<file path="src/rtl/gdfp_pkg.sv">
// ----------------------------------------------------------------------------
// gdfp_pkg
// Shared types and constants for the five-point grayscale dilation block.
// ----------------------------------------------------------------------------
`default_nettype none

package gdfp_pkg;

    localparam int PIXEL_W     = 8;
    localparam int LEN_CFG_W   = 11;
    localparam int CNT_CFG_W   = 16;
    localparam int CFG_DATA_W  = 16;
    localparam int CFG_INDEX_W = 1;

    // Register indexes of the configuration port
    localparam logic [CFG_INDEX_W-1:0] REG_LINE_LENGTH = 1'b0;
    localparam logic [CFG_INDEX_W-1:0] REG_LINE_COUNT  = 1'b1;

    localparam logic [LEN_CFG_W-1:0] LINE_LENGTH_RESET = 11'd1024;
    localparam logic [CNT_CFG_W-1:0] LINE_COUNT_RESET  = 16'd1024;

    typedef logic [PIXEL_W-1:0] pixel_t;

    // Per-item flags travelling from the position tracker down the pipe
    typedef struct packed {
        logic center_valid;
        logic frame_end;
    } gdfp_flags_t;

endpackage

`default_nettype wire

</file>
<file path="src/rtl/gdfp_window.sv">
// ----------------------------------------------------------------------------
// gdfp_window
// Four window taps fed from the line store, and the five-point maximum.
// ----------------------------------------------------------------------------
`default_nettype none

module gdfp_window (
    input  wire logic             clk,
    input  wire logic             rst_n,
    input  wire logic             advance,
    input  wire gdfp_pkg::pixel_t px,
    input  wire gdfp_pkg::pixel_t rd_old,
    input  wire gdfp_pkg::pixel_t rd_new,
    output gdfp_pkg::pixel_t      best
);

    import gdfp_pkg::*;

    pixel_t tap_reg  [4];
    pixel_t tap_next [4];
    pixel_t m01;
    pixel_t m23;
    pixel_t m23p;

    assign m01  = (tap_reg[0] > tap_reg[1]) ? tap_reg[0] : tap_reg[1];
    assign m23  = (tap_reg[2] > tap_reg[3]) ? tap_reg[2] : tap_reg[3];
    assign m23p = (m23 > px) ? m23 : px;
    assign best = (m01 > m23p) ? m01 : m23p;

    // Shift in this item's line-store words after the maximum is taken
    always_comb
    begin
        tap_next = tap_reg;
        if (advance)
        begin
            tap_next[0] = tap_reg[1];
            tap_next[1] = rd_old;
            tap_next[2] = tap_reg[3];
            tap_next[3] = rd_new;
        end
    end

    always_ff @(posedge clk or negedge rst_n)
    begin
        if (!rst_n)
        begin
            tap_reg <= '{default: '0};
        end
        else
        begin
            tap_reg <= tap_next;
        end
    end

endmodule

`default_nettype wire

</file>
<file path="config.mk">
export PLATFORM = sky130hd
export DESIGN_NAME = gdfp_window
export DESIGN_NICKNAME = d
export VERILOG_FILES = /design/src/rtl/gdfp_pkg.sv /design/src/rtl/gdfp_window.sv
export SDC_FILE = /design/constraint.sdc
export NUM_CORES = 1
export LEC_CHECK = 0
export BUFFER_PORTS_ARGS = -buffer_cell sky130_fd_sc_hd__buf_2
export CORE_MARGIN = 4
export CORE_UTILIZATION = 45
export DETAILED_ROUTE_END_ITERATION = 8
export PLACE_DENSITY = 0.65
export SYNTH_ARGS = -nofsm -noshare
export SYNTH_HDL_FRONTEND = slang
export SYNTH_SLANG_ARGS = --single-unit
</file>
<file path="constraint.sdc">
create_clock -name clk -period 5.7 [get_ports clk]
set_input_delay 0.57 -clock clk [delete_from_list [all_inputs] [get_ports clk]]
set_output_delay 0.57 -clock clk [all_outputs]
set_load 0.02 [all_outputs]
</file>
==> flow_metrics.env <==
export IMPL_area_growth_pct=15.03
export IMPL_grt_use_total=0.1740
export IMPL_yosys_top_cells_area="dfrtp_1 33%, ha_1 16%, mux2_2 8.8%"
export IMPL_slowest_stage="dfrtp_1"
export IMPL_cp_cell_sequence="inv_1 > ha_1 > nor2b_1 > o211ai_1 > o2111ai_1 > buf_4 > and3_2 > or2_2 > ha_1 > nor2b_1 > o211a_1 > o21ai_2 > nand2_2 > nand3_1 > o21ai_0 > ha_1 > nand4_1 > a21oi_2 > o22a_2 > buf_4 > mux2i_1 > buf_2"
export IMPL_clock_sinks=32
export IMPL_cts_made_buffers=5
export IMPL_worstPathMaxFanout=12
export IMPL_drive_gt1_frac=0.2752
export IMPL_initial_core_util=0.4700
export IMPL_required_ps=5130
export IMPL_ys_warnings_count=0
export IMPL_synthAdderAreaFrac=0.1647
export IMPL_place_ws_ps=303.6
export IMPL_worstSkewPairLatency_ps=280
export IMPL_worstPathBufferInverterCount=4
export IMPL_drcViolationCount=0
export IMPL_grt_pass1_vias=1867
export IMPL_tns_ps=0
export IMPL_synth_common_cells="32 x dfrtp_1, 32 x ha_1, 29 x inv_1"
export IMPL_die_area_sq_um=6642
export IMPL_synth_xor_area_share=0
export IMPL_synth_ff_latch_count=32
export IMPL_p_switching_w=0.0004602
export IMPL_pwr_share_comb=0.581
export IMPL_cpPeakStageDelay_ps=390
export IMPL_antennaDiodeCount=0
export IMPL_ir_worst_vdd_uv=234.9
export IMPL_fin_cells=368
export IMPL_max_freq_mhz=183.2
export IMPL_worstSetupPathType="flip-flop to output pin"
export IMPL_rows=26
export IMPL_synth_top_area_share=0.3294
export IMPL_hp_class="input port to async pin"
export IMPL_cts_tree="built"
export IMPL_worstMarginPinSlew_ps=813.7
export IMPL_slew_headroom=0.4575
export IMPL_core_sq_um=5172
export IMPL_end_kind="output pin"
export IMPL_grt_start_max_net_pins=49
export IMPL_cp_start_kind="flip-flop"
export IMPL_hold_ws_ps=349.9
export IMPL_syn_num_nets=319
export IMPL_ios=35
export IMPL_largest_register_ffs=32
export IMPL_antenna_found_initial=0
export IMPL_num_vias=1958
export IMPL_yosys_area_share_simple=0.1302
export IMPL_synth_cell_types=36
export IMPL_swShare=0.4284
export IMPL_synthesis_area_sq_um=2431
export IMPL_grt_pass1_wl_mm=8.756
export IMPL_yosysSeqAreaShare=0.3294
export IMPL_crit_family="compound AO/OA/AOI/OAI gates"
export IMPL_intPower_w=0.0006139
export IMPL_status="complete, no violations"
export IMPL_regArea_sq_um=800.8
export IMPL_port_buffers=34
export IMPL_crit_path_frequent_cell="ha_1"
export IMPL_placed_cells=358
export IMPL_die_y_um=81.50
export IMPL_arrival_ps=4890
export IMPL_htree_levels=2
export IMPL_clk_pin_slew_ps=70
export IMPL_drt_first_pass_iters=4
export IMPL_async_flop_share=1.000
export IMPL_die_w_um=81.50
export IMPL_drt_iter0_markers=67
export IMPL_setup_ws_ps=240.3
export IMPL_hold_violations=0
export IMPL_wl_per_cell_um=14.65
export IMPL_clockBufferDepth=2
export IMPL_final_max_slew_viol_count=0
export IMPL_drv_cap=0
export IMPL_finalWirelength_mm=5.391
export IMPL_p_clk_frac=0.165
export IMPL_rsz0062_at_grt="no"
export IMPL_multi_input_area_sq_um=1509
export IMPL_grt_ovfl_total=0
export IMPL_power_leakage_nw=1.408
export IMPL_period_minus_slack_ps=5460
export IMPL_root_buffer="clkbuf_8"
export IMPL_synth_edf_count=0
export IMPL_muxShareOfSynthArea=0.1251
export IMPL_synth_top_family_by_area="compound AO/OA/AOI/OAI gates"
export IMPL_min_period_over_period=0.9578
export IMPL_syn_area_per_cell_sq_um=9.350
export IMPL_synth_compound_area_frac=0.1879
export IMPL_fin_nets=356
export IMPL_synth_flop_cell="dfrtp_1"
export IMPL_fillers=481
export IMPL_fin_skew_ps=7.051
export IMPL_seq_power_share=0.254
export IMPL_gp_congestion=0.8360
export IMPL_setup_viol_count_final=0
export IMPL_via_per_inst=5.321
export IMPL_p_per_area_nw_per_um2=384.1
export IMPL_ant_nets=0
export IMPL_synthCells=260
export IMPL_hpwl_mm=4.209
export IMPL_yosys_area_top_type="dfrtp_1"
[placed cells by master (no fill, tap or decap), types with 2 or more instances in the layout]
master / Yosys / final
buf_2: 2 / 34
ha_1: 32 / 32
dfrtp_1: 32 / 32
inv_1: 29 / 29
o21ai_0: 26 / 25
nand2_1: 25 / 24
mux2_2: 19 / 19
a21oi_1: 18 / 17
nand3_1: 10 / 10
mux2i_1: 9 / 9
nand4_1: 8 / 8
clkbuf_8: 0 / 6
nor2b_1: 5 / 5
buf_4: 0 / 4
o21ai_1: 3 / 3
o211ai_1: 3 / 3
or2_1: 3 / 3
o31ai_2: 4 / 3
a22o_1: 3 / 3
o211a_1: 2 / 2
and2_4: 1 / 2
and3_4: 2 / 2
and3_2: 2 / 2
or2_2: 2 / 2
nor2_1: 2 / 2
clkbuf_1: 6 / 2
[routing by layer]
layer  track usage  vias to the layer above  share of wire
met5             0                        -              0
met4       0.05574                        0          0.012
met3       0.02741                        6          0.050
met2        0.2663                       49           0.43
met1        0.2507                      901           0.51
li1              -                     1002              -
[logic make-up (layout without fill, tap and decap cells)]
group	count (synthesis)	in the layout
AO/OA/AOI/OAI	69	70
AND/OR/NAND/NOR	61	61
buffers and inverters	38	75
adder cells (fa/ha/maj)	32	32
flip-flops	32	32
multiplexers	28	28
[worst paths after layout]
path | cells after the start | slack (ps) | end | from
worst max-delay path | 22 | 240 | best[7] | tap_reg[1]
worst min-delay path | 1 | 350 | tap_reg[17] | rst_n
worst max register to register | 1 | 4900 | tap_reg[0] | tap_reg[0]
worst min register to register | 1 | 500 | tap_reg[15] | tap_reg[7]
max in group asynchronous | 1 | 4870 | tap_reg[7] | rst_n
min in group clk | 3 | 490 | tap_reg[17] | rd_old[1]
[what timing repair did]
action | 4_1_cts | 5_1_grt
resized for setup | 1 | 7
buffers inserted | 0 | 1
endpoints found under the setup margin | 4 | 8
pin swaps | 0 | 1
hold buffers | 0 | 0
cloned | 0 | 1
[power groups by stage]
| stage | logic (W) | clock network, W | registers, W |
|---|---|---|---|
| global placement | 0.000577 | 0 | 0.000276 |
| detailed placement | 0.000588 | 0 | 0.000277 |
| finish | 0.000624 | 0.000177 | 0.000273 |
| global route | 0.000688 | 0.000193 | 0.000276 |
| floorplan | 0.000444 | 0 | 0.000270 |
| CTS | 0.000592 | 0.000184 | 0.000273 |
[final cells by class]
| type | instances | share of cell area |
|---|---|---|
| Multi-Input combinational cell | 191 | 0.5396 |
| Sequential cell | 32 | 0.2864 |
| Timing Repair Buffer | 38 | 0.07159 |
| Clock buffer | 8 | 0.03221 |
| Inverter | 29 | 0.03893 |
| Tap cell | 70 | 0.03132 |
[per-stage QoR]
| step | utilization | instance area (sq um) | power (W) |
|---|---|---|---|
| 2_1_floorplan | - | 2431 | 0.0007136 |
| 3_3_place_gp | 0.5157 | 2668 | 0.0008529 |
| 3_5_place_dp | 0.5157 | 2668 | 0.0008647 |
| 4_1_cts | 0.5334 | 2759 | 0.001049 |
| 5_1_grt | 0.5406 | 2796 | 0.001157 |
| 6_report | 0.5406 | 2796 | 0.001074 |
(Power assumes the default switching activity.)
