$ cat src/rtl/gdfp_pkg.sv
// ----------------------------------------------------------------------------
// gdfp_pkg
// Shared types and constants for the five-point grayscale dilation block.
// ----------------------------------------------------------------------------
`default_nettype none

package gdfp_pkg;

    localparam int PIXEL_W     = 8;
    localparam int LEN_CFG_W   = 11;
    localparam int CNT_CFG_W   = 16;
    localparam int CFG_DATA_W  = 16;
    localparam int CFG_INDEX_W = 1;

    // Register indexes of the configuration port
    localparam logic [CFG_INDEX_W-1:0] REG_LINE_LENGTH = 1'b0;
    localparam logic [CFG_INDEX_W-1:0] REG_LINE_COUNT  = 1'b1;

    localparam logic [LEN_CFG_W-1:0] LINE_LENGTH_RESET = 11'd1024;
    localparam logic [CNT_CFG_W-1:0] LINE_COUNT_RESET  = 16'd1024;

    typedef logic [PIXEL_W-1:0] pixel_t;

    // Per-item flags travelling from the position tracker down the pipe
    typedef struct packed {
        logic center_valid;
        logic frame_end;
    } gdfp_flags_t;

endpackage

`default_nettype wire

$ cat src/rtl/gdfp_pos.sv
// ----------------------------------------------------------------------------
// gdfp_pos
// Configuration registers and scan position tracking; classifies each item.
// ----------------------------------------------------------------------------
`default_nettype none

module gdfp_pos #(
    parameter int MAX_LINE = 1024
) (
    input  wire logic                              clk,
    input  wire logic                              rst_n,
    input  wire logic                              cfg_we,
    input  wire logic [gdfp_pkg::CFG_INDEX_W-1:0]  cfg_index,
    input  wire logic [gdfp_pkg::CFG_DATA_W-1:0]   cfg_data,
    input  wire logic                              accept,
    input  wire logic                              frame_start,
    output logic      [$clog2(MAX_LINE)-1:0]       col,
    output gdfp_pkg::gdfp_flags_t                  flags
);

    import gdfp_pkg::*;

    localparam int CW = $clog2(MAX_LINE);
    localparam int EW = (CW + 1 > LEN_CFG_W) ? CW + 1 : LEN_CFG_W;
    localparam int RW = CNT_CFG_W + 1;

    logic [LEN_CFG_W-1:0] line_length_reg, line_length_next;
    logic [CNT_CFG_W-1:0] line_count_reg, line_count_next;
    logic [CW-1:0]        col_reg, col_next;
    logic [CNT_CFG_W-1:0] row_reg, row_next;

    logic [EW-1:0]        len_raw;
    logic [EW-1:0]        len_eff;
    logic [CNT_CFG_W-1:0] cnt_eff;
    logic [CNT_CFG_W-1:0] row;
    logic [EW-1:0]        col_ext;
    logic                 last_col;
    logic                 last_row;

    // Register writes
    always_comb
    begin
        line_length_next = line_length_reg;
        line_count_next  = line_count_reg;
        if (cfg_we)
        begin
            unique case (cfg_index)
                REG_LINE_LENGTH: line_length_next = cfg_data[LEN_CFG_W-1:0];
                REG_LINE_COUNT:  line_count_next  = cfg_data[CNT_CFG_W-1:0];
                default:         line_length_next = line_length_reg;
            endcase
        end
    end

    // Clamp sizes to the supported range
    always_comb
    begin
        len_raw = EW'(line_length_reg);
        if (len_raw < EW'(3))
        begin
            len_eff = EW'(3);
        end
        else if (len_raw > EW'(MAX_LINE))
        begin
            len_eff = EW'(MAX_LINE);
        end
        else
        begin
            len_eff = len_raw;
        end
        cnt_eff = (line_count_reg < CNT_CFG_W'(3)) ? CNT_CFG_W'(3) : line_count_reg;
    end

    // Frame start restarts the scan at line 0, column 0
    assign col     = frame_start ? '0 : col_reg;
    assign row     = frame_start ? '0 : row_reg;
    assign col_ext = EW'(col);

    assign last_col = (col_ext + EW'(1)) >= len_eff;
    assign last_row = (RW'(row) + RW'(1)) >= RW'(cnt_eff);

    assign flags.center_valid = (row >= CNT_CFG_W'(2)) && (row < cnt_eff) &&
                                (col_ext >= EW'(2)) && (col_ext < len_eff);
    assign flags.frame_end    = last_col && last_row;

    always_comb
    begin
        col_next = col_reg;
        row_next = row_reg;
        if (accept)
        begin
            if (last_col)
            begin
                col_next = '0;
                row_next = last_row ? '0 : row + CNT_CFG_W'(1);
            end
            else
            begin
                col_next = col + CW'(1);
                row_next = row;
            end
        end
    end

    always_ff @(posedge clk or negedge rst_n)
    begin
        if (!rst_n)
        begin
            line_length_reg <= LINE_LENGTH_RESET;
            line_count_reg  <= LINE_COUNT_RESET;
            col_reg         <= '0;
            row_reg         <= '0;
        end
        else
        begin
            line_length_reg <= line_length_next;
            line_count_reg  <= line_count_next;
            col_reg         <= col_next;
            row_reg         <= row_next;
        end
    end

endmodule

`default_nettype wire

$ cat config.mk
export PLATFORM = sky130hd
export DESIGN_NAME = gdfp_pos
export DESIGN_NICKNAME = d
export VERILOG_FILES = /design/src/rtl/gdfp_pkg.sv /design/src/rtl/gdfp_pos.sv
export SDC_FILE = /design/constraint.sdc
export NUM_CORES = 1
export LEC_CHECK = 0
export BUFFER_PORTS_ARGS = -buffer_cell sky130_fd_sc_hd__buf_2
export CORE_MARGIN = 1.5
export CORE_UTILIZATION = 50
export CTS_CLUSTER_DIAMETER = 200
export DETAILED_ROUTE_END_ITERATION = 12
export GPL_TIMING_DRIVEN = 1
export PLACE_DENSITY = 0.66
export RECOVER_POWER = 50
export SLEW_MARGIN = 20
export SYNTH_ARGS = -nofsm -noshare
export SYNTH_HDL_FRONTEND = slang
export SYNTH_SLANG_ARGS = --single-unit
$ cat constraint.sdc
create_clock -name clk -period 8.7 [get_ports clk]
set_clock_uncertainty 0.15 [all_clocks]
set_input_delay 1.305 -clock clk [delete_from_list [all_inputs] [get_ports clk]]
set_output_delay 1.305 -clock clk [all_outputs]
set_load 0.02 [all_outputs]
==> results of run 1 <==
per-stage QoR:
step / hold slack, ns / area [um2] / util [%]
floorplan: 0.328 / 4180 / -
global placement: 0.352 / 4430 / 54.2
detailed placement: 0.358 / 4430 / 54.2
CTS: 0.383 / 4550 / 55.6
global route: 0.399 / 4540 / 55.6
finish: 0.381 / 4540 / 55.6
synthesized netlist by cell type (2+ instances only):
cell,count
a21o_1,7
nor2_1,21
o21ai_0,15
nand4_1,7
a21oi_1,22
o21a_1,2
mux2_2,26
nor4_1,12
nor2b_1,22
nand3b_1,3
o31ai_1,5
o22ai_1,3
nor4_4,2
dfrtp_1,51
and3_1,4
o211ai_1,2
xor2_1,14
ha_1,57
and2b_1,3
a22o_1,8
and4_1,4
clkbuf_1,10
o21ai_1,2
dfstp_2,2
inv_1,26
nand2_1,38
nand3_1,18
xnor2_1,6
o2bb2ai_1,8
nand2b_1,3
nand3b_4,2
nor3_1,5
critical path: cells and delay by family:
family / cells / cell delay (ns)
buffers and inverters: 4 / 0.82
adder cells (fa/ha/maj): 2 / 0.58
AND/OR/NAND/NOR: 10 / 1.71
AO/OA/AOI/OAI: 2 / 0.42
metal layers:
metal  track usage, %  part of all wire (%)
met1             36.4                    48
met2             35.4                    44
met5                0                     0
met4             6.34                   1.4
met3             3.86                   6.1
layout make-up:
| cell class | instances | share of cell area (%) |
|---|---|---|
| multi-input cells | 344 | 59.2 |
| inverters | 27 | 2.23 |
| repair buffers | 35 | 3.88 |
| clock buffers | 7 | 1.90 |
| flip-flops and latches | 53 | 29.2 |
| clock inverters | 1 | 0.661 |
| well taps | 105 | 2.89 |
power breakdown:
part | internal, uW | switching, uW | total, uW
clock network | 94.0 | 84.6 | 179
registers | 270 | 20.5 | 290
logic | 62.3 | 85.9 | 148
total | 426 | 191 | 617
kinds of logic after synthesis:
logic type                 Yosys count  synth area share (%)
AOI/OAI and AO/OA                   90                  15.1
xor gates and xnor gates            20                  4.19
adders and majority gates           57                  17.1
buffers and inverters               40                  3.86
DFF                                 53                  31.8
muxes                               26                  7.00
and+or+nand+nor                    151                  21.0
final timing paths:
path	startpoint	depth (start not counted)	slack (ns)	to
worst max-delay path	frame_start	18	2.38	flags[0]
worst min-delay path	len_raw[0]	1	0.38	len_raw[0]
worst max register to register	row_reg[1]	14	4.56	row_reg[5]
worst min register to register	len_raw[0]	1	0.38	len_raw[0]
max in group asynchronous	rst_n	2	5.02	row_reg[4]
min in group asynchronous	rst_n	2	1.82	line_count_reg[3]
==> impl_metrics.json, run 1 <==
{
  "critical-path-slowest-cell": "nor3_1",
  "outcome": "complete, but fails checks",
  "dieHeight_um": 94.4,
  "post_cts.repair.setup_buffers": 0,
  "critPathCaptureType": "output port",
  "drcViolationCount": 0,
  "finalNetCount": 545,
  "slowest_delay_ns": 0.47,
  "post-place-ws_ns": 2.47,
  "numCtsBuffers": 5,
  "port_buffers": 33,
  "peakVddDrop_mv": 0.0788,
  "antenna_found_initial": 0,
  "die-area_um2": 8920,
  "routedWlPerCell_um": 17.7,
  "required_ns": 7.24,
  "antenna_left": 0,
  "first_global_vias": 3325,
  "clk_latency_ns": 0.31,
  "critPathArrivalTime_ns": 4.86,
  "final_common_cell": "ha_1",
  "power.total_uw": 617,
  "initial_utilization_pct": 51.1,
  "core_area_um2": 8180,
  "grt_overflow_total": 0,
  "hold_viol": 0,
  "violations": "max-capacitance violations, max-slew violations",
  "maxSlewHeadroom_pct": -84.8,
  "fin_cells": 572,
  "hold_buffers": 0,
  "grt_first_pass_wirelength_um": 16600,
  "setup_tns_ns": 0,
  "p_leak_uw": 0.00229,
  "synth-edff-count": 0,
  "crit_chain": "buf_2 -> inv_1 -> nand2_1 -> inv_1 -> ha_1 -> nand3b_4 -> nor3_1 -> nand3_1 -> nor2_1 -> nand2_1 -> nand2_1 -> ha_1 -> a21o_1 -> a21oi_1 -> nand4_4 -> nor2_4 -> nor2_1 -> buf_2",
  "ios": 34,
  "yosysTopAreaCellShare_pct": 30.5,
  "synth_area_leader_cell": "dfrtp_1",
  "worst_slew_pin_slew_ns": 2.77,
  "layout_common_cells": "57 x ha_1, 51 x dfrtp_1, 38 x nand2_1",
  "crit_type": "input pin to output port",
  "critPathMostFrequentCell": "nand2_1",
  "gp_congestion": 0.893,
  "synth_area_um2": 4180,
  "yosys.cell_types.count": 59,
  "yosysWarnings": 0,
  "first_pass_iters": 5,
  "clkTransAtPathRegs_ns": 0.10,
  "cts_max_level": 2,
  "cts_buffer_depth": 2,
  "drt-total-wl_um": 10100,
  "row_count": 33,
  "slew_violations": 54,
  "track_usage_pct": 24.0,
  "maxCapViolations": 1,
  "worst_slack_ns": 2.38,
  "multi_input_area_um2": 2690,
  "viasPerCell": 5.97,
  "drive_above_1_share_pct": 17.3,
  "rsz0062_at_grt": "false",
  "setup_violations": 0,
  "antennaDiodeCount": 0,
  "synth_area_leaders": "dfrtp_1 31%, ha_1 17%, mux2_2 7.0%",
  "ys_seq_area_share_pct": 31.8,
  "min_period_ns": 6.32,
  "async_flop_share_pct": 100,
  "regArea_um2": 1330,
  "tritoncts": "built",
  "p_per_area_nw_per_um2": 136,
  "worstSetupStartpointType": "input pin",
  "postSynthCellCount": 437,
  "vias": 3416,
  "syn_nets": 516,
  "hpwl_um": 7810,
  "max_freq_ghz": 0.158,
  "grt_max_degree": 54,
  "ys.flop_type": "dfrtp_1",
  "post-route-period-util_pct": 72.6,
  "synth-seq-cells": 53,
  "syn-mean-instance-area_um2": 9.57,
  "placed_cells": 564,
  "area_growth_pct": 8.71,
  "post_cts_resized": 0,
  "min_path_type": "flip-flop to flip-flop",
  "die-width_um": 94.4,
  "worstPathMaxFanout": 39,
  "drt_iter0_drc": 250,
  "final.fill_count": 752,
  "cts_root_buffer": "clkbuf_8",
  "cts_sinks": 53
}
Note: power is estimated with default switching activity, not from simulation.
==> inputs of run 2 (changes only) <==
clock period = 6.47 ns   (was 8.7 ns; I/O delays follow)
==> run 2 against run 1 <==
The run still ends with max-capacitance violations, max-slew violations left. Final cell count is the same. Via count shrank 1.4%. Clock-buffer cell count shrank 1. Sequential cell count is the same. Sequential share of layout area grew 0.12 points. Largest cell class unchanged.
==> impl_metrics.json, run 2 (synthesized netlist as in run 1, its figures left out) <==
{
  "p_per_area_nw_per_um2": 173,
  "hpwl_um": 7780,
  "gp_congestion": 0.901,
  "first_global_vias": 3289,
  "post_cts.repair.setup_buffers": 0,
  "cts_buffer_depth": 2,
  "maxCapViolations": 1,
  "grt_overflow_total": 0,
  "die-width_um": 94.4,
  "setup_tns_ns": 0,
  "finalNetCount": 546,
  "antenna_left": 0,
  "hold_depth": 1,
  "track_usage_pct": 23.7,
  "peakVddDrop_mv": 0.127,
  "min_period_ns": 5.57,
  "clk_latency_ns": 0.31,
  "drive_above_1_share_pct": 17.6,
  "rsz0062_at_grt": "false",
  "min_path_type": "flip-flop to flip-flop",
  "timing.rr.start": "row_reg[1]",
  "core_area_um2": 8180,
  "ios": 34,
  "drcViolationCount": 0,
  "r2r_slack_ns": 2.31,
  "critical-path-slowest-cell": "nor3_1",
  "drt-total-wl_um": 9920,
  "antennaDiodeCount": 0,
  "routedWlPerCell_um": 17.3,
  "final.fill_count": 735,
  "hold_buffers": 0,
  "grt_max_degree": 54,
  "drt_iter0_drc": 158,
  "row_count": 33,
  "whs_ns": 0.373,
  "antenna_found_initial": 0,
  "dieHeight_um": 94.4,
  "hold_viol": 0,
  "cts_max_level": 2,
  "post_cts_resized": 0,
  "worstSetupStartpointType": "input pin",
  "r2r-end": "row_reg[7]",
  "final_cell_area_um2": 4530,
  "endpoint": "flags[0]",
  "worstRegToRegCells": 13,
  "die-area_um2": 8920,
  "crit_chain": "buf_2 -> inv_1 -> nand2_1 -> inv_1 -> ha_1 -> nand3b_4 -> nor3_1 -> nand3_1 -> o21ai_0 -> nand2_1 -> ha_1 -> nand3_1 -> nor3_1 -> nand2_1 -> nand4_4 -> nor2_4 -> nor2_1 -> buf_2",
  "placed_cells": 565,
  "worst_slew_pin_slew_ns": 2.74,
  "critPathCaptureType": "output port",
  "area_growth_pct": 8.26,
  "vias": 3369,
  "slowest_delay_ns": 0.46,
  "first_pass_iters": 4,
  "required_ns": 5.35,
  "post-route-period-util_pct": 86.2,
  "crit_type": "input pin to output port",
  "fin_cells": 572,
  "slew_violations": 54,
  "p_leak_uw": 0.00228,
  "grt_first_pass_wirelength_um": 16500,
  "place_area_um2": 4440,
  "port_buffers": 33,
  "critPathMostFrequentCell": "nand2_1",
  "final_common_cell": "ha_1",
  "viasPerCell": 5.89,
  "cts_root_buffer": "clkbuf_8",
  "outcome": "complete, but fails checks",
  "cts_sinks": 53,
  "clkTransAtPathRegs_ns": 0.09,
  "layout_common_cells": "57 x ha_1, 51 x dfrtp_1, 38 x nand2_1",
  "violations": "max-capacitance violations, max-slew violations",
  "critPathLaunch": "frame_start",
  "setup_violations": 0,
  "numCtsBuffers": 5,
  "maxSlewHeadroom_pct": -82.9,
  "initial_utilization_pct": 51.1,
  "worstPathMaxFanout": 25,
  "tritoncts": "built",
  "max_freq_ghz": 0.179,
  "critPathArrivalTime_ns": 4.45
}
-- run 2: cell types whose count changed in the layout (fill, tap and decap cells not counted) --
cell | before | now
clkbuf_1 | 2 | 1
clkinvlp_4 | 0 | 1
bufinv_16 | 1 | 0
buf_4 | 1 | 2
-- run 2: worst max-delay path: cells and delay by family --
family	cells	cell delay, ns
compound gates	1	0.20
fa+ha+maj	2	0.63
buf+inv	4	0.71
simple gates	11	1.95
-- run 2: report_power, final --
group / internal [uW] / switching, uW
clock network: 84.8 / 108
logic: 84.5 / 115
registers: 363 / 27.9
-- run 2: worst min path at each step --
stage,from,to,slack (ns)
after floorplan,col_reg[0],col_reg[0],0.33
after global placement,len_raw[0],len_raw[0],0.35
after detailed placement,col_reg[0],col_reg[0],0.35
after CTS,len_raw[0],len_raw[0],0.38
after global routing,len_raw[0],len_raw[0],0.39
final,len_raw[0],len_raw[0],0.37
-- run 2: metrics by stage --
step	total power [uW]	worst slack [ns]	util, %
3_5_place_dp	596	0.950	54.3
5_1_grt	838	0.598	55.4
6_report	784	0.895	55.4
3_3_place_gp	591	1.15	54.3
4_1_cts	794	0.945	55.4
2_1_floorplan	531	1.13	-
-- run 2: final cells by class --
class                   count  area [um2]  share of cell area (%)
multi-input cells         344        2690                    59.4
flip-flops and latches     53        1330                    29.4
repair buffers             36         184                    4.06
well taps                 105         131                    2.90
inverters                  27         101                    2.24
clock buffers               6        82.6                    1.82
clock inverters             1        7.51                   0.166
-- run 2: routing by layer --
layer / part of all wire, % / global-route usage [%] / wire [um]
met1: 49 / 35.5 / 4890
met2: 45 / 35.6 / 4430
met3: 5.0 / 3.22 / 495
met4: 0.99 / 6.59 / 98
met5: 0 / 0 / 0
